[config.mk]
export PLATFORM = sky130hd
export DESIGN_NAME = vafb_div
export DESIGN_NICKNAME = d
export VERILOG_FILES = /design/src/hdl/vafb_pkg.sv /design/src/hdl/vafb_div.sv
export VERILOG_INCLUDE_DIRS = /design/src /design/src/hdl
export SDC_FILE = /design/constraint.sdc
export NUM_CORES = 2
export LEC_CHECK = 0
export BUFFER_PORTS_ARGS = -buffer_cell sky130_fd_sc_hd__buf_2
export CAP_MARGIN = 20
export CORE_ASPECT_RATIO = 0.75
export CORE_MARGIN = 5
export CORE_UTILIZATION = 50
export CTS_CLUSTER_SIZE = 30
export DETAILED_ROUTE_END_ITERATION = 16
export PLACE_DENSITY = 0.76
export REMOVE_ABC_BUFFERS = 1
export SLEW_MARGIN = 5
export SYNTH_ARGS = -nofsm -noshare
export SYNTH_HDL_FRONTEND = slang
export SYNTH_SLANG_ARGS = --single-unit
[constraint.sdc]
create_clock -name clock -period 27.1 [get_ports clock]
set_clock_uncertainty 0.1 [all_clocks]
set_input_delay 6.775 -clock clock [delete_from_list [all_inputs] [get_ports clock]]
set_output_delay 6.775 -clock clock [all_outputs]
set_load 0.005 [all_outputs]
[src/hdl/video_aspect_fit_bounds_top_defines.svh]
// Assertion macros shared by the aspect fit modules.
`ifndef VIDEO_ASPECT_FIT_BOUNDS_TOP_DEFINES_SVH
`define VIDEO_ASPECT_FIT_BOUNDS_TOP_DEFINES_SVH

// Same-cycle implication, checked on every rising clock edge outside reset.
`define VAFB_ASSERT_NOW(lbl, ante, cons) \
   lbl: assert property (@(posedge clock) disable iff (reset) (ante) |-> (cons)) \
      else $error("vafb: same-cycle check failed");

// Next-cycle implication.
`define VAFB_ASSERT_NEXT(lbl, ante, cons) \
   lbl: assert property (@(posedge clock) disable iff (reset) (ante) |=> (cons)) \
      else $error("vafb: next-cycle check failed");

`endif

[src/hdl/vafb_pkg.sv]
// Shared constants, codes and types of the aspect fit pipeline.
package vafb_pkg;

   // Divider geometry
   localparam int NUM_W           = 44;
   localparam int DEN_W           = 29;
   localparam int QUO_W           = 18;
   localparam int STEPS_PER_STAGE = 2;
   localparam int DIV_STAGES      = QUO_W / STEPS_PER_STAGE;

   localparam logic [12:0] MAX_PLAIN_WIDTH    = 13'd1920;
   localparam logic [12:0] MAX_PLAIN_HEIGHT   = 13'd1080;
   localparam logic [15:0] PIXEL_ASPECT_RESET = 16'd4096;
   // floor(x/3) == (x * RECIP3) >> 17 for any 16-bit x
   localparam logic [15:0] RECIP3             = 16'd43691;
   localparam logic [9:0]  TOL_SCALE          = 10'd1000;
   localparam logic [10:0] RATIO_169          = 11'd1777;
   localparam logic [4:0]  DEN_64_27          = 5'd27;
   localparam logic [4:0]  DEN_16_9           = 5'd9;
   localparam logic [4:0]  DEN_4_3            = 5'd3;

   localparam logic [2:0] MODE_NONE    = 3'd0;
   localparam logic [2:0] MODE_DIRECT  = 3'd1;
   localparam logic [2:0] MODE_NORMAL  = 3'd2;
   localparam logic [2:0] MODE_STRETCH = 3'd3;
   localparam logic [2:0] MODE_PILLAR  = 3'd4;
   localparam logic [2:0] MODE_ZOOM    = 3'd5;
   localparam logic [2:0] MODE_GLOBAL  = 3'd6;

   localparam logic REG_ZOOM_MODE    = 1'b0;
   localparam logic REG_PIXEL_ASPECT = 1'b1;

   // How the quotient is placed: pass the target, quotient is height,
   // quotient is width, or quotient is width with the zoom height.
   typedef enum logic [1:0] {
      ACT_PASS,
      ACT_H,
      ACT_W,
      ACT_Z
   } act_type;

   typedef struct packed {
      logic signed [15:0] tx;
      logic signed [15:0] ty;
      logic [13:0]        tw;
      logic [13:0]        th;
      logic [14:0]        hh;
      act_type            act;
      logic               degen;
   } side_type;

endpackage

[src/hdl/vafb_div.sv]
// Pipelined restoring divider with a saturating quotient.
module vafb_div (
   input  logic                         clock,
   input  logic                         reset,
   input  logic                         in_valid,
   output logic                         in_ready,
   input  logic [vafb_pkg::NUM_W-1:0]   in_num,
   input  logic [vafb_pkg::DEN_W-1:0]   in_den,
   input  vafb_pkg::side_type           in_side,
   output logic                         out_valid,
   input  logic                         out_ready,
   output logic [vafb_pkg::QUO_W-1:0]   out_q,
   output vafb_pkg::side_type           out_side
);
   import vafb_pkg::*;

   logic             v_ff   [0:DIV_STAGES];
   logic             rdy    [0:DIV_STAGES+1];
   logic [DEN_W-1:0] rem_ff [0:DIV_STAGES];
   logic [QUO_W-1:0] low_ff [0:DIV_STAGES];
   logic [DEN_W-1:0] den_ff [0:DIV_STAGES];
   logic             ovf_ff [0:DIV_STAGES];
   side_type         side_ff[0:DIV_STAGES];
   logic [DEN_W-1:0] rem_in [1:DIV_STAGES];
   logic [QUO_W-1:0] low_in [1:DIV_STAGES];
   logic             ovf_in;

   assign rdy[DIV_STAGES+1] = out_ready;
   assign in_ready          = rdy[0];

   // quotient would not fit: saturate
   assign ovf_in = (DEN_W+QUO_W)'(in_num) >= {in_den, {QUO_W{1'b0}}};

   genvar g;
   for (g = 0; g <= DIV_STAGES; g++) begin : g_rdy
      assign rdy[g] = !v_ff[g] || rdy[g+1];
   end

   always_ff @(posedge clock) begin
      if (reset) begin
         v_ff[0] <= 1'b0;
      end else if (rdy[0]) begin
         v_ff[0] <= in_valid;
      end
   end

   always_ff @(posedge clock) begin
      if (rdy[0]) begin
         rem_ff[0]  <= DEN_W'(in_num[NUM_W-1:QUO_W]);
         low_ff[0]  <= in_num[QUO_W-1:0];
         den_ff[0]  <= in_den;
         ovf_ff[0]  <= ovf_in;
         side_ff[0] <= in_side;
      end
   end

   for (g = 1; g <= DIV_STAGES; g++) begin : g_stage
      always_comb begin : step
         logic [DEN_W-1:0] r;
         logic [QUO_W-1:0] l;
         logic [DEN_W:0]   t;
         r = rem_ff[g-1];
         l = low_ff[g-1];
         for (int s = 0; s < STEPS_PER_STAGE; s++) begin
            t = {r, l[QUO_W-1]};
            if (t >= {1'b0, den_ff[g-1]}) begin
               r = DEN_W'(t - {1'b0, den_ff[g-1]});
               l = {l[QUO_W-2:0], 1'b1};
            end else begin
               r = t[DEN_W-1:0];
               l = {l[QUO_W-2:0], 1'b0};
            end
         end
         rem_in[g] = r;
         low_in[g] = l;
      end

      always_ff @(posedge clock) begin
         if (reset) begin
            v_ff[g] <= 1'b0;
         end else if (rdy[g]) begin
            v_ff[g] <= v_ff[g-1];
         end
      end

      always_ff @(posedge clock) begin
         if (rdy[g]) begin
            rem_ff[g]  <= rem_in[g];
            low_ff[g]  <= low_in[g];
            den_ff[g]  <= den_ff[g-1];
            ovf_ff[g]  <= ovf_ff[g-1];
            side_ff[g] <= side_ff[g-1];
         end
      end
   end

   assign out_valid = v_ff[DIV_STAGES];
   assign out_q     = ovf_ff[DIV_STAGES] ? {QUO_W{1'b1}} : low_ff[DIV_STAGES];
   assign out_side  = side_ff[DIV_STAGES];

`include "video_aspect_fit_bounds_top_defines.svh"

   `VAFB_ASSERT_NOW(a_div_stall_holds_first, !in_ready, v_ff[0])

endmodule

---- Word level (Yosys, flattened, before mapping) ----
Memories as Yosys holds them, arrays and structs flattened.
Index checks and enable logic that the tools add are counted.
word-level totals
  register bits ........................... 0
  bits in latches ......................... 0
  RAM bits ................................ 1560
  bits in read-only memories .............. 0
  input port bits ......................... 155
  output and inout bits ................... 98
  logic and storage cells ................. 162
  memories kept ........................... 6
memory list
  memory   depth  width  read ports  clocked after memory_dff  wr ports  RTL line        source
  side_ff  10     78     10          0                         10        vafb_div.sv:23  side_type side_ff[0:DIV_STAGES];
  den_ff   10     29     9           0                         10        vafb_div.sv:21  logic [DEN_W-1:0] den_ff [0:DIV_STAGES];
  rem_ff   10     29     9           0                         10        vafb_div.sv:19  logic [DEN_W-1:0] rem_ff [0:DIV_STAGES];
  low_ff   10     18     10          0                         10        vafb_div.sv:20  logic [QUO_W-1:0] low_ff [0:DIV_STAGES];
  ovf_ff   10     1      10          0                         10        vafb_div.sv:22  logic ovf_ff [0:DIV_STAGES];
  v_ff     10     1      10          0                         10        vafb_div.sv:17  logic v_ff [0:DIV_STAGES];
operators by class
  add/sub/neg operators ................... 18
  $mul .................................... 0
  divide/modulo/power cells ............... 0
  $lt $le $gt $ge ......................... 19
  eq/ne operators ......................... 0
  shifts and indexed selects .............. 0
  multiplexer cells ....................... 89
  bitwise gates (word level) .............. 10
  reduce and logical (&&, ||, !) cells .... 20
operators with widths
  kind                                          number
  greater-or-equal comparator 30 x 29 -> 1 bit  18
  2-to-1 mux 29 bit                             18
  subtractor 29 bit                             18
  2-to-1 mux 1 bit                              70
  greater-or-equal comparator 44 x 47 -> 1 bit  1
  2-to-1 mux 18 bit                             1
  logical NOT 1 bit                             10
  logical OR 1 bit                              10
  OR 1 bit                                      10

---- Logic depth before layout (Yosys ltp) ----
  word-level depth ........................ 15
  gate-level depth with buffers ........... 28
  depth with buffers taken out ............ 25

---- Worst setup path after synthesis ----
OpenSTA, ideal clock, no wires.
  kind .................................... input-to-output
  start ................................... input out_ready
  end ..................................... output in_ready
  arrival ................................. 11.536 ns
  required time ........................... 20.225 ns
  path slack .............................. 8.689 ns
  stages on the path ...................... 8
  buffers on the path ..................... 2
  cell sequence ........................... nor2b_1 -> and3_1 -> and3_1 -> clkbuf_1 -> and3_1 -> and2_1 -> clkbuf_1 -> nand3_1
on the way
  longest elaborated chain between the ends .. 10
ends and longest elaborated chain
  what                            RTL line        source
  from (decl)                     vafb_div.sv:11  input logic out_ready,
  logical OR 1 bit (10 in a row)  vafb_div.sv:36  assign rdy[g] = !v_ff[g] || rdy[g+1];
  to (decl)                       vafb_div.sv:6   output logic in_ready,
Every way passes these cells.

---- Final worst setup path ----
Same ends and word-level chain as after synthesis.

==> flow_summary.yaml <==
detailed_routing:
  routed.top_layer: "met5"
  drt_iter0_drc: 4375
  ant_nets: 0
  wl_per_cell_um: 20.5
  viasPerCell: 5.75
  drt_pre_antenna_iters: 6
  dr_wl_met2_um: 81000
  drc_errors: 0
  wl_met1_um: 77200
  vias: 48700
  dr_wl_met3_um: 9730
  finalWirelength_um: 174000
global_routing:
  first_global_vias: 46900
  grt_remaining_overflow: 0
  grtUsageTotal: 0.210
  antenna_found_initial: 16
  grt_pass1_wl_um: 269000
  grt_max_degree: 99
clocking:
  clk_latency_ps: 780
  post_cts_buffers: 0
  cts_resized: 0
  cts_made_buffers: 134
  clk_pin_slew_ps: 60
  cts_root_buf: "clkbuf_16"
  ctsLongestPathBuffers: 3
  h-tree-depth: 4
  holdBufCountCts: 0
  cts_tree: "built"
  clock_sinks: 1499
critical_path:
  critPathMaxFanout: 42
  end_kind: "output pin"
  crit_type: "input pin to output pin"
  crit_chain: "buf_2 -> nor2b_1 -> and3_1 -> and3_1 -> and3_1 -> and2_1 -> nand3_4 -> buf_2"
  startpoint_type: "input pin"
  reg2reg_setup_slack_ps: 19230
  r2r_end: "rem_ff[3][6]"
  cp.required_ps: 20220
  crit_slowest_cell: "nand3_4"
  crit_top_cell: "and3_1"
  cp_top_family: "simple AND/OR/NAND/NOR gates"
  regToRegStartpoint: "low_ff[2][17]"
  max_stage_delay_ps: 570
  crit_start: "out_ready"
  r2r_cells: 25
  crit_buf_inv: 2
  cp.arrival_ps: 10060
min_path:
  min_path_cells: 0
  min_to: "side_ff[3][53]"
  hold_class: "flip-flop to flip-flop"
  hp-start: "side_ff[2][53]"
run_status:
  status: "finished, final reports clean"
power:
  intPower_w: 0.00727
  combinationalPowerShare: 0.563
  power.ir.vdd_worst_mv: 0.0985
  p_sw_w: 0.00473
  swShare: 0.394
  leakagePower_nw: 34.5
  power_w: 0.0120
  powerDensity_nw_per_um2: 141
  p_seq_frac: 0.282
  clkPwrFrac: 0.155
sta:
  setup_violations: 0
  rsz0062_at_grt: "false"
  slew_headroom: 0.255
  hold_viol: 0
  finalSetupTns_ps: 0
  max_freq_ghz: 0.0590
  final-max-slew-violation-count: 0
  min_period_over_period: 0.625
  worst_pin_slew_ps: 1100
  layout_min_cycle_time_ps: 16940
synthesis:
  synthArstFlopShare: 0
  netlist-cell-type-count: 94
  synthCells: 6046
  syn_area_um2: 77100
  synth_flop_cell: "edfxtp_1"
  yosysWarnings: 0
  synth-seq-area-share: 0.584
  synth_edf_count: 1499
  synth_seq_cells: 1499
  syn_area_per_cell_um2: 12.8
placed_design:
  place_inst: 8229
  dpl.hpwl_um: 126000
  portBuffers: 252
  gp_congestion: 0.948
run:
  maxCapViolCount: 0
floorplanning:
  start_util: 0.505
  die-area_um2: 162000
  die_h_um: 350
  core-area_um2: 153000
  io_pins: 253
  dieWidth_um: 463
  rows: 124
cells_and_area:
  drive_gt1_frac: 0.131
  final_common_cell: "edfxtp_1"
  fin_cells: 8467
  layout_common_cells: "edfxtp_1 (1499), ha_1 (546), a21oi_1 (425), inv_1 (424), o21ai_0 (338)"
  fin_nets: 7069
  area_delta_synth_final_pct: 10.3
routing by layer:
metal	up-vias	global-route usage
met5	-	0
met2	1655	0.344
met1	23300	0.294
met3	300	0.0248
met4	6	0.0705
li1	23500	-
cells in the mapped netlist (72+ instances only):
| cell | instances | area, µm² |
|---|---|---|
| nor2_1 | 296 | 1110 |
| a21o_1 | 220 | 1650 |
| o21a_1 | 95 | 713 |
| xor2_1 | 120 | 1050 |
| nand2_1 | 319 | 1200 |
| inv_1 | 431 | 1620 |
| ha_1 | 546 | 6830 |
| o21ai_0 | 339 | 1700 |
| nand4_1 | 72 | 450 |
| clkbuf_1 | 72 | 270 |
| nand3_1 | 83 | 415 |
| xnor2_1 | 280 | 2450 |
| mux2_2 | 292 | 3290 |
| edfxtp_1 | 1499 | 45000 |
| a21oi_1 | 426 | 2130 |
state kept, by name (all words and copies together) (netlist names):
| signal | count |
|---|---|
| side_ff | 780 |
| den_ff | 261 |
| rem_ff | 258 |
| low_ff | 180 |
| ovf_ff | 10 |
| v_ff | 10 |
power by group through the flow:
stage               Clock (W)  Combinational, W  Sequential [W]
finish                0.00186           0.00676         0.00338
CTS                   0.00191           0.00667         0.00338
floorplan                   0           0.00528         0.00331
detailed placement          0           0.00659         0.00342
global route          0.00201           0.00744         0.00341
global placement            0           0.00647         0.00341
cell type report:
cell class	count	area (µm²)
Tap cell	2016	2520
Antenna cell	7	17.5
Clock buffer	164	3470
Sequential cell	1499	45000
Multi-Input combinational cell	4001	30000
Inverter	432	1650
Timing Repair Buffer	283	1510
Fill cell	12100	67800
Clock inverter	65	852
worst max path at each step:
stage / to / slack (ps) / depth (start not counted)
finish: in_ready / 10160 / 8
global route: in_ready / 10010 / 8
CTS: in_ready / 10190 / 8
detailed placement: in_ready / 10320 / 8
global placement: in_ready / 10480 / 8
floorplan: in_ready / 8880 / 6
metrics by stage:
step                hold slack (ps)  setup WS, ps  utilization  cell area (µm²)
global placement                300         10480        0.528            80700
finish                          285         10160        0.557            85100
global route                    304         10010        0.557            85100
floorplan                       300          8880            -            76600
CTS                             290         10190        0.556            85000
detailed placement              305         10320        0.528            80700
logic make-up after synthesis:
group,count (synthesis),share of synthesized area
compound gates,1531,0.128
xor+xnor,400,0.0454
fa+ha+maj,563,0.0930
buf+inv,546,0.0279
flops,1499,0.584
mux,323,0.0468
simple gates,1184,0.0753
Note: power is estimated with default switching activity, not from simulation.
