`src/hdl/video_aspect_fit_bounds_top_defines.svh`:
```
// Assertion macros shared by the aspect fit modules.
`ifndef VIDEO_ASPECT_FIT_BOUNDS_TOP_DEFINES_SVH
`define VIDEO_ASPECT_FIT_BOUNDS_TOP_DEFINES_SVH

// Same-cycle implication, checked on every rising clock edge outside reset.
`define VAFB_ASSERT_NOW(lbl, ante, cons) \
   lbl: assert property (@(posedge clock) disable iff (reset) (ante) |-> (cons)) \
      else $error("vafb: same-cycle check failed");

// Next-cycle implication.
`define VAFB_ASSERT_NEXT(lbl, ante, cons) \
   lbl: assert property (@(posedge clock) disable iff (reset) (ante) |=> (cons)) \
      else $error("vafb: next-cycle check failed");

`endif

```
`src/hdl/vafb_pkg.sv`:
```
// Shared constants, codes and types of the aspect fit pipeline.
package vafb_pkg;

   // Divider geometry
   localparam int NUM_W           = 44;
   localparam int DEN_W           = 29;
   localparam int QUO_W           = 18;
   localparam int STEPS_PER_STAGE = 2;
   localparam int DIV_STAGES      = QUO_W / STEPS_PER_STAGE;

   localparam logic [12:0] MAX_PLAIN_WIDTH    = 13'd1920;
   localparam logic [12:0] MAX_PLAIN_HEIGHT   = 13'd1080;
   localparam logic [15:0] PIXEL_ASPECT_RESET = 16'd4096;
   // floor(x/3) == (x * RECIP3) >> 17 for any 16-bit x
   localparam logic [15:0] RECIP3             = 16'd43691;
   localparam logic [9:0]  TOL_SCALE          = 10'd1000;
   localparam logic [10:0] RATIO_169          = 11'd1777;
   localparam logic [4:0]  DEN_64_27          = 5'd27;
   localparam logic [4:0]  DEN_16_9           = 5'd9;
   localparam logic [4:0]  DEN_4_3            = 5'd3;

   localparam logic [2:0] MODE_NONE    = 3'd0;
   localparam logic [2:0] MODE_DIRECT  = 3'd1;
   localparam logic [2:0] MODE_NORMAL  = 3'd2;
   localparam logic [2:0] MODE_STRETCH = 3'd3;
   localparam logic [2:0] MODE_PILLAR  = 3'd4;
   localparam logic [2:0] MODE_ZOOM    = 3'd5;
   localparam logic [2:0] MODE_GLOBAL  = 3'd6;

   localparam logic REG_ZOOM_MODE    = 1'b0;
   localparam logic REG_PIXEL_ASPECT = 1'b1;

   // How the quotient is placed: pass the target, quotient is height,
   // quotient is width, or quotient is width with the zoom height.
   typedef enum logic [1:0] {
      ACT_PASS,
      ACT_H,
      ACT_W,
      ACT_Z
   } act_type;

   typedef struct packed {
      logic signed [15:0] tx;
      logic signed [15:0] ty;
      logic [13:0]        tw;
      logic [13:0]        th;
      logic [14:0]        hh;
      act_type            act;
      logic               degen;
   } side_type;

endpackage

```
`src/hdl/vafb_back.sv`:
```
// Back end: centering, saturation and the result register.
module vafb_back (
   input  logic                         clock,
   input  logic                         reset,
   input  logic                         in_valid,
   output logic                         in_ready,
   input  logic [vafb_pkg::QUO_W-1:0]   in_q,
   input  vafb_pkg::side_type           in_side,
   output logic                         out_valid,
   input  logic                         out_ready,
   output logic signed [15:0]           out_x,
   output logic signed [15:0]           out_y,
   output logic [14:0]                  out_w,
   output logic [14:0]                  out_h,
   output logic                         out_degen
);
   import vafb_pkg::*;

   logic r1, r2;
   logic [QUO_W-1:0] vw, vh;
   logic signed [QUO_W:0] dx, dy, dxr, dyr;

   logic b1_v_ff;
   logic signed [15:0] b1_tx_ff, b1_ty_ff;
   logic signed [QUO_W-1:0] b1_hx_ff, b1_hy_ff;
   logic [QUO_W-1:0] b1_vw_ff, b1_vh_ff;
   logic b1_degen_ff;

   logic signed [QUO_W+1:0] sx, sy;
   logic signed [15:0] ox_in, oy_in;

   logic o_v_ff;
   logic signed [15:0] o_x_ff, o_y_ff;
   logic [14:0] o_w_ff, o_h_ff;
   logic o_degen_ff;

   assign r2       = !o_v_ff || out_ready;
   assign r1       = !b1_v_ff || r2;
   assign in_ready = r1;

   // placed size, then half the slack truncated toward zero
   always_comb begin
      unique case (in_side.act)
         ACT_PASS: begin vw = QUO_W'(in_side.tw); vh = QUO_W'(in_side.th); end
         ACT_H:    begin vw = QUO_W'(in_side.tw); vh = in_q; end
         ACT_W:    begin vw = in_q;               vh = QUO_W'(in_side.th); end
         ACT_Z:    begin vw = in_q;               vh = QUO_W'(in_side.hh); end
      endcase
      dx  = (QUO_W+1)'(in_side.tw) - (QUO_W+1)'(vw);
      dy  = (QUO_W+1)'(in_side.th) - (QUO_W+1)'(vh);
      dxr = dx + (QUO_W+1)'(dx[QUO_W]);
      dyr = dy + (QUO_W+1)'(dy[QUO_W]);
   end

   always_ff @(posedge clock) begin
      if (reset) begin
         b1_v_ff <= 1'b0;
         o_v_ff  <= 1'b0;
      end else begin
         if (r1) b1_v_ff <= in_valid;
         if (r2) o_v_ff  <= b1_v_ff;
      end
   end

   always_ff @(posedge clock) begin
      if (r1) begin
         b1_tx_ff    <= in_side.tx;
         b1_ty_ff    <= in_side.ty;
         b1_hx_ff    <= dxr[QUO_W:1];
         b1_hy_ff    <= dyr[QUO_W:1];
         b1_vw_ff    <= vw;
         b1_vh_ff    <= vh;
         b1_degen_ff <= in_side.degen;
      end
   end

   // edge sums and clamp to the field ranges
   always_comb begin
      sx = (QUO_W+2)'(b1_tx_ff) + (QUO_W+2)'(b1_hx_ff);
      sy = (QUO_W+2)'(b1_ty_ff) + (QUO_W+2)'(b1_hy_ff);
      if (sx > (QUO_W+2)'(32767))       ox_in = 16'sh7FFF;
      else if (sx < -(QUO_W+2)'(32768)) ox_in = 16'sh8000;
      else                              ox_in = sx[15:0];
      if (sy > (QUO_W+2)'(32767))       oy_in = 16'sh7FFF;
      else if (sy < -(QUO_W+2)'(32768)) oy_in = 16'sh8000;
      else                              oy_in = sy[15:0];
   end

   always_ff @(posedge clock) begin
      if (r2) begin
         o_x_ff     <= ox_in;
         o_y_ff     <= oy_in;
         o_w_ff     <= (b1_vw_ff > QUO_W'(32767)) ? 15'h7FFF : b1_vw_ff[14:0];
         o_h_ff     <= (b1_vh_ff > QUO_W'(32767)) ? 15'h7FFF : b1_vh_ff[14:0];
         o_degen_ff <= b1_degen_ff;
      end
   end

   assign out_valid = o_v_ff;
   assign out_x     = o_x_ff;
   assign out_y     = o_y_ff;
   assign out_w     = o_w_ff;
   assign out_h     = o_h_ff;
   assign out_degen = o_degen_ff;

`include "video_aspect_fit_bounds_top_defines.svh"

   `VAFB_ASSERT_NOW(a_back_pass_q_zero, in_valid && in_side.act == ACT_PASS, in_q == '0)
   `VAFB_ASSERT_NOW(a_back_degen_size, out_valid && out_degen, !out_w[14] && !out_h[14])

endmodule
```
`config.mk`:
```
export PLATFORM = sky130hd
export DESIGN_NAME = vafb_back
export DESIGN_NICKNAME = d
export VERILOG_FILES = /design/src/hdl/vafb_pkg.sv /design/src/hdl/vafb_back.sv
export VERILOG_INCLUDE_DIRS = /design/src /design/src/hdl
export SDC_FILE = /design/constraint.sdc
export NUM_CORES = 1
export LEC_CHECK = 0
export BUFFER_PORTS_ARGS = -buffer_cell sky130_fd_sc_hd__clkbuf_2
export CORE_ASPECT_RATIO = 0.8
export CORE_MARGIN = 3
export CORE_UTILIZATION = 39
export CTS_CLUSTER_DIAMETER = 50
export DETAILED_ROUTE_END_ITERATION = 16
export PLACE_DENSITY = 0.67
export SYNTH_ARGS = -nofsm -noshare
export SYNTH_HDL_FRONTEND = slang
export SYNTH_SLANG_ARGS = --single-unit
export TNS_END_PERCENT = 10
```
`constraint.sdc`:
```
create_clock -name clock -period 5.2 [get_ports clock]
set_clock_uncertainty 0.1 [all_clocks]
set_input_delay 0.78 -clock clock [delete_from_list [all_inputs] [get_ports clock]]
set_output_delay 0.78 -clock clock [all_outputs]
set_load 0.005 [all_outputs]
```
Word level (Yosys, flattened, before mapping):

Index checks and enable logic that the tools add are counted.

* register bits after elaboration: 170
* bits of input ports: 100
* output and inout bits: 65
* logic and storage cells: 41

* add/subtract/negate cells: 6
* order comparisons: 6
* eq/ne operators: 3
* muxes and demuxes: 4
* reductions and logical operators: 8

Operators with widths (count)
* one-hot mux 18 bit (3 select lines): 1
* adder 16 x 18 -> 19 bit: 2
* adder 19 x 1 -> 19 bit: 2
* > comparator 19 x 16 -> 1 bit (second input constant): 2
* < comparator 19 x 16 -> 1 bit (second input constant): 2
* subtractor 14 x 18 -> 19 bit: 2
* > comparator 18 x 15 -> 1 bit (second input constant): 2
* one-hot mux 18 bit (2 select lines): 1
* two-way mux 16 bit: 2
* OR reduction 2 bit: 3
* == test 2 bit (second input constant): 2
* == test 2 x 1 -> 1 bit (second input constant): 1
* logical NOT 1 bit: 2
* logical NOT 2 bit: 1
* logical OR 1 bit: 2

Depth between registers and ports, before layout:

Gate-level depths: netlist of the first run.

* depth after elaboration: 5
* gate-level depth with buffers: 19
* depth with buffers taken out: 16

Least setup slack after synthesis of the first run:

No wires, ideal clock.

* kind: input -> register
* start point: in in_side[2] (netlist name)
* end point: reg b1_hx_ff[17], data pin
* arrival time: 4490 ps
* data required time: 4830 ps
* slack: 339 ps
* stages on the path: 15
* cells stage by stage: buf_2 > buf_1 > clkbuf_1 > mux2i_1 > ha_1 > clkbuf_1 > a21o_1 > a21o_1 > a21o_1 > a221o_1 > a2111oi_0 > or3b_2 > nand3_1 > nor4_1 > a21oi_1

* word-level cells in the longest chain between the ends: 5
* elaborated cells on any way between the ends: 9
* classes of those cells: add/sub (2); eq/ne (3); mux (1); reduce/logical (3)

Ends and longest elaborated chain
* start, declared: line vafb_back.sv:8 `input vafb_pkg::side_type in_side,`
* == test 2 bit (tied with other cells): line vafb_back.sv:43 `unique case (in_side.act)`
* OR reduction 2 bit (no source line)
* one-hot mux 18 bit (2 select lines) (*): line vafb_back.sv:43
* subtractor 14 x 18 -> 19 bit (*): line vafb_back.sv:49 `dx = (QUO_W+1)'(in_side.tw) - (QUO_W+1)'(vw);`
* adder 19 x 1 -> 19 bit (*): line vafb_back.sv:51 `dxr = dx + (QUO_W+1)'(dx[QUO_W]);`
* via dxr[18]: line vafb_back.sv:21 `logic signed [QUO_W:0] dx, dy, dxr, dyr;`
* end signal, assigned: line vafb_back.sv:69 `b1_hx_ff <= dxr[QUO_W:1];`
* end, declared: line vafb_back.sv:25 `logic signed [QUO_W-1:0] b1_hx_ff, b1_hy_ff;`

The timed path passes the listed nets; every way through them passes the cells marked *.
A chain may end at the register's enable or synchronous reset.

Worst setup path in the final report of the first run:

Ends and elaborated chain as after synthesis.

==> results of run 1 <==
==> power groups by stage <==
stage | Combinational [mW] | Clock (mW) | Sequential [mW]
4_1_cts | 1.60 | 1.41 | 1.91
6_report | 1.61 | 1.39 | 1.91
3_5_place_dp | 1.59 | 0 | 1.94
5_1_grt | 1.80 | 1.47 | 1.93
3_3_place_gp | 1.57 | 0 | 1.93
2_1_floorplan | 1.09 | 0 | 1.93
==> synthesized netlist by cell type (3+ instances only) <==
master / count
buf_1: 4
xnor2_1: 51
inv_1: 52
nand3_1: 21
nor4_2: 3
a211o_1: 4
nand2_1: 66
a211oi_1: 9
a21o_1: 37
a221oi_1: 6
nor2b_1: 8
nor2_1: 62
a311oi_1: 3
xor2_1: 31
nor3_1: 12
and3_1: 14
a311o_1: 3
a21boi_0: 5
or2_2: 5
or3_1: 4
ha_1: 64
o21ai_0: 44
and2_1: 8
a21oi_1: 54
a31o_2: 6
a31oi_1: 11
nor4_1: 5
o211ai_1: 7
nand4_1: 6
o311ai_0: 3
o21bai_1: 5
nand2b_1: 42
o31ai_1: 5
clkbuf_1: 18
mux2i_1: 20
mux2_2: 13
edfxtp_1: 168
a221o_1: 3
o21a_1: 7
==> worst max-delay path: cells and delay by family <==
kind / cells / cell delay [ns]
AND/OR/NAND/NOR: 3 / 0.70
AO/OA/AOI/OAI: 6 / 1.80
multiplexers: 1 / 0.29
buffers and inverters: 2 / 0.42
adder cells (fa/ha/maj): 1 / 0.39
==> metrics by stage <==
step | hold WS [ns] | instance area [µm²] | utilization
2_1_floorplan | 0.300 | 10200 | -
3_3_place_gp | 0.303 | 11500 | 0.450
3_5_place_dp | 0.313 | 11500 | 0.450
4_1_cts | 0.328 | 12100 | 0.474
5_1_grt | 0.332 | 12100 | 0.475
6_report | 0.325 | 12100 | 0.475
==> flip-flops by register name, indices dropped and copies added, names as in the netlist <==
register,cells
out_y,16
b1_degen_ff,1
b1_tx_ff,16
out_x,16
b1_vh_ff,18
out_degen,1
b1_hx_ff,18
b1_v_ff,1
b1_vw_ff,18
out_h,15
b1_ty_ff,16
b1_hy_ff,18
out_w,15
out_valid,1
==> layer usage <==
layer / wire [µm] / vias to the layer above
met2: 10700 / 244
met5: 0 / -
li1: - / 3805
met4: 293 / 0
met1: 13500 / 3650
met3: 1250 / 19
==> kinds of logic (layout without fill, tap and decap cells) <==
logic type	Yosys count	after routing	share of synthesized area
mux	34	34	0.0353
buf+inv	76	257	0.0282
compound gates	233	233	0.154
fa+ha+maj	66	66	0.0823
flops	170	170	0.497
xor+xnor	82	82	0.0703
other cells	0	1	0
simple gates	267	267	0.132
==> path summary, 6_finish.rpt <==
kind / end / slack [ns]
max: b1_hx_ff[17] / 0.88
min: out_degen / 0.32
max reg2reg: out_x[6] / 1.53
min reg2reg: out_degen / 0.32
==> final cells by class <==
type / count / area [µm²]
Fill cell: 2340 / 13400
Sequential cell: 170 / 5080
Multi-Input combinational cell: 682 / 4870
Inverter: 52 / 195
Antenna cell: 1 / 2.50
Clock buffer: 18 / 429
Tap cell: 351 / 439
Clock inverter: 12 / 200
Timing Repair Buffer: 175 / 916
==> qor.txt, run 1 <==
status - completed
main area contributors after synthesis - edfxtp_1 (49%), ha_1 (7.8%), xnor2_1 (4.4%)
dpl hpwl - 19.9 mm
DP Cell Count - 1,430
Die Wd - 187 µm
CTS tree - built
Starting DRT DRC Count - 594
period utilization - 0.830
worst slack at placement - 0.595 ns
crit end category - register
post-CTS setup buffers - 0
GP Congestion - 0.903
commonest non-fill, non-tap cell in the layout - edfxtp_1
min-delay src - b1_degen_ff
Setup Crit Path Kind - input port to register
critical path peak fanout - 37
f_max - 0.232 GHz
Finish-stage setup viols - 0
ys flop type - edfxtp_1
clk_lat worst skew - 0.43 ns
WL final - 25.8 mm
RSZ-0062 raised after global routing - no
M1 GR Usage - 0.281
max-slew violations - 0
r2r worst-path depth - 11
drt pass-1 iters - 7
MaxCap Viol Count - 0
worst-margin pin slew - 1.06 ns
I/O Buffers - 164
DIE AREA - 0.0282 mm²
Chip Height - 151 µm
worst vdd ir - 0.236 mV
H-Tree Depth - 4
combinational power share - 0.328
ys async rst share - 0
Root Buffer - clkbuf_16
syn_nets - 1,094
core box area - 0.0256 mm²
first-pass GRT wire length - 40.2 mm
met3 usage - 0.0359
Seq/Total Area, Yosys - 0.497
startpoint types - input port
Yosys cell types - 67
Hold Vio Cnt, Final - 0
post_cts resized - 0
clk buf depth - 2
sw frac - 0.312
RR Startpoint - b1_tx_ff[0]
Rel. slew slack - 0.288
Slowest-stage cell, CP - a2111oi_0
WL per Instance - 17.7 µm
Initial Util - 0.400
clock sinks - 170
LEAKAGE - 5.06 nW
most frequent cells in the layout - edfxtp_1 (168), clkbuf_2 (164), nand2_1 (65)
Critical Path, Cell by Cell - clkbuf_2 -> buf_12 -> mux2i_1 -> ha_1 -> a21o_1 -> a21o_1 -> a21o_1 -> a221o_1 -> a2111oi_0 -> or3b_2 -> nand3_1 -> nor4_1 -> a21oi_1
cell count after synthesis - 928
flops & latches, synth - 170
GRT busiest layer - met1
Worst path max stage delay - 0.63 ns
Post-synth EDFFs - 168
setup TNS - 0 ns
min-delay worst type - register to register
Top cell by count, worst path - a21o_1
Seq pwr share - 0.389
global route total overflow - 0
sw power - 1.53 mW
clk slew on worst S/H paths - 0.07 ns
nets@finish - 1,264
met2 Track Usage GR - 0.262
Vias/cell - 5.28
WHS Path Cells - 0
vias in the first global route - 7,453
post-route ant nets - 0
Synth Warn # - 0
worst setup margin - 0.882 ns
pwr dens - 404 mW/mm²
initial antenna violation count - 1
# hold bufs at CTS - 0
synthesized area - 0.0102 mm²
Synth top area share - 0.494
Critical Path Start - in_side[2]
clock share of power - 0.283
Non-Filler Instances - 1,461
number of buffers created by CTS - 17
drt drc - 0
Required @ worst endpoint - 5.27 ns
Yosys top cell by area - edfxtp_1
internal power - 3.37 mW
GRT Overall Usage - 0.181
share of cells above drive strength 1 - 0.216
shortest period the worst path allows - 4.32 ns
Design Power - 4.90 mW
IO Pins - 165
via count - 7,718
Core Rows - 52
largest net degree at the start of global routing - 45
Synth-to-Final Area Change - 18.7%
Avg Inst Size Synth - 11.0 µm²
crit path DAT - 4.39 ns
Note: power is estimated with default switching activity, not from simulation.
==> inputs of run 2 (changes only) <==
--- a/config.mk
+++ b/config.mk
@@ -6,13 +6,14 @@
 export SDC_FILE = /design/constraint.sdc
 export NUM_CORES = 1
 export LEC_CHECK = 0
+export ABC_AREA = 1
 export BUFFER_PORTS_ARGS = -buffer_cell sky130_fd_sc_hd__clkbuf_2
 export CORE_ASPECT_RATIO = 0.8
 export CORE_MARGIN = 3
 export CORE_UTILIZATION = 39
 export CTS_CLUSTER_DIAMETER = 50
 export DETAILED_ROUTE_END_ITERATION = 16
-export PLACE_DENSITY = 0.67
+export PLACE_DENSITY = 0.66
 export SYNTH_ARGS = -nofsm -noshare
 export SYNTH_HDL_FRONTEND = slang
 export SYNTH_SLANG_ARGS = --single-unit
==> constraint.sdc (replaced) <==
create_clock -name clock -period 4.1 [get_ports clock]
set_clock_uncertainty 0.1 [all_clocks]
set_input_delay 0.615 -clock clock [delete_from_list [all_inputs] [get_ports clock]]
set_output_delay 0.615 -clock clock [all_outputs]
set_load 0.005 [all_outputs]
==> run 2 against run 1 <==
Compared with the run above:
- non-clock buffer count grew 28
- area after synthesis grew 8.8%
- register-to-register slack lost 0.80 ns
- flip-flop and latch count is the same
==> qor.txt, run 2 <==
status - completed
via count - 9,277
RR Startpoint - b1_hy_ff[10]
LEAKAGE - 6.51 nW
met3 usage - 0.0349
MaxCap Viol Count - 0
number of buffers created by CTS - 17
DP Area - 0.0126 mm²
worst vdd ir - 0.287 mV
ys flop type - edfxtp_1
syn_nets - 1,462
GRT busiest layer - met1
largest net degree at the start of global routing - 84
# hold bufs at CTS - 0
share of cells above drive strength 1 - 0.225
IO Pins - 165
Seq/Total Area, Yosys - 0.457
cell count after synthesis - 1,296
initial antenna violation count - 0
f_max - 0.274 GHz
# fillers - 2,712
H-Tree Depth - 4
setup TNS - 0 ns
drt pass-1 iters - 6
commonest cells in the netlist - nand2_1 (367), inv_1 (200), edfxtp_1 (168), nor2_1 (81), nand3_1 (65)
Required @ worst endpoint - 4.19 ns
Finish-stage setup viols - 0
startpoint types - input port
min-delay worst type - input port to register
main area contributors after synthesis - edfxtp_1 (45%), nand2_1 (12%), ha_1 (7.2%)
GRT Overall Usage - 0.204
DP Cell Count - 1,851
shortest period the worst path allows - 3.65 ns
post_cts resized - 0
post-route ant nets - 0
core box area - 0.0276 mm²
crit end category - register
first-pass GRT wire length - 48.4 mm
worst-margin pin slew - 0.661 ns
vias in the first global route - 8,532
ys async rst share - 0
M1 GR Usage - 0.345
Synth top area share - 0.454
flops & latches, synth - 170
most frequent cells in the layout - nand2_1 (366), inv_1 (200), edfxtp_1 (168)
Non-Filler Instances - 1,883
GP Congestion - 0.928
critical path peak fanout - 7
Yosys cell types - 51
Rel. slew slack - 0.558
Synth-to-Final Area Change - 19.1%
Root Buffer - clkbuf_16
Initial Util - 0.402
Yosys top cell by area - edfxtp_1
crit path DAT - 3.74 ns
min-delay src - reset
clock sinks - 170
global route total overflow - 0
period utilization - 0.889
Chip Height - 157 µm
fin area - 0.0132 mm²
Final Core Density - 0.479
clk_lat worst skew - 0.43 ns
Synth Warn # - 0
drt drc - 0
I/O Buffers - 164
Ant. Diodes - 0
Hold Vio Cnt, Final - 0
pwr dens - 485 mW/mm²
Setup Crit Path Kind - input port to register
CTS tree - built
commonest non-fill, non-tap cell in the layout - nand2_1
WL per Instance - 16.8 µm
Vias/cell - 4.93
RSZ-0062 raised after global routing - no
DIE AREA - 0.0306 mm²
Post-synth EDFFs - 168
nets@finish - 1,672
Critical Path Start - in_side[1]
Avg Inst Size Synth - 8.58 µm²
synthesized area - 0.0111 mm²
WL final - 31.6 mm
post-CTS setup buffers - 0
clk slew on worst S/H paths - 0.07 ns
Design Power - 6.42 mW
clk buf depth - 2
Starting DRT DRC Count - 818
met2 Track Usage GR - 0.260
dpl hpwl - 26.0 mm
Die Wd - 195 µm
max-slew violations - 0
Core Rows - 54
most common cell in the synthesized netlist - nand2_1
## run 2: cell count changes after synthesis, sizes merged, moves of 21 or more
cell	delta
mux2i	-21
inv	+158
nand4	+24
nand2	+332
nand3	+57
nand2b	-42
a21o	-35
xnor2	-39
nor2	+37
## run 2: cell type report
| type | count | area [µm²] | share of cell area |
|---|---|---|---|
| inverters | 210 | 788 | 0.0596 |
| clock buffers | 17 | 425 | 0.0321 |
| multi-input cells | 904 | 5170 | 0.391 |
| flip-flops and latches | 170 | 5080 | 0.384 |
| well taps | 364 | 455 | 0.0344 |
| clock inverters | 15 | 185 | 0.0140 |
| repair buffers | 203 | 1130 | 0.0851 |
## run 2: cells by family after synthesis
family,Yosys count,share of synthesized area
AOI/OAI and AO/OA,139,0.0741
xor gates and xnor gates,61,0.0521
adders and majority gates,66,0.0756
buffers and inverters,222,0.0788
DFF,170,0.457
and+or+nand+nor,638,0.262
## run 2: power by group
part           switching [mW]  internal [mW]  total (mW)
clock network           0.762          0.928        1.69
logic                    1.44          0.834        2.27
registers               0.127           2.33        2.46
## run 2: per-layer routing
layer  share of wire  vias to the layer above
met5               0                        -
met4           0.015                        0
met3           0.071                       29
met2            0.37                      334
met1            0.55                     4226
li1                -                     4688
## run 2: worst max-delay path, cell delays in order
cell and delay, ns:
clkbuf_2 0.15, nand2_2 0.16, inv_2 0.10, a221oi_1 0.34, inv_1 0.08, ha_1 0.32, inv_1 0.08, o21ai_0 0.11
nand4_1 0.11, nand2_1 0.09, a21oi_2 0.22, nand2_2 0.12, nand2_4 0.07, nand2_1 0.06, inv_1 0.05, ha_1 0.15
inv_1 0.05, nor2_2 0.11, nand2_1 0.06, nor2_1 0.14, nand3_1 0.13, nor2_2 0.18, nand2_1 0.08, xor2_1 0.13
inv_1 0.05
## run 2: worst paths after layout
path	endpoint	slack, ns	cells after the start
setup / recovery	b1_hy_ff[11]	0.45	25
hold reg to reg	out_degen	0.33	0
hold / removal	out_valid	0.25	2
setup reg to reg	out_y[14]	0.73	12
## run 2: per-stage QoR
stage	hold slack [ns]	setup slack, ns
floorplan	0.300	0.279
global placement	0.305	0.125
detailed placement	0.335	0.0193
CTS	0.236	0.466
global route	0.236	0.115
finish	0.251	0.453
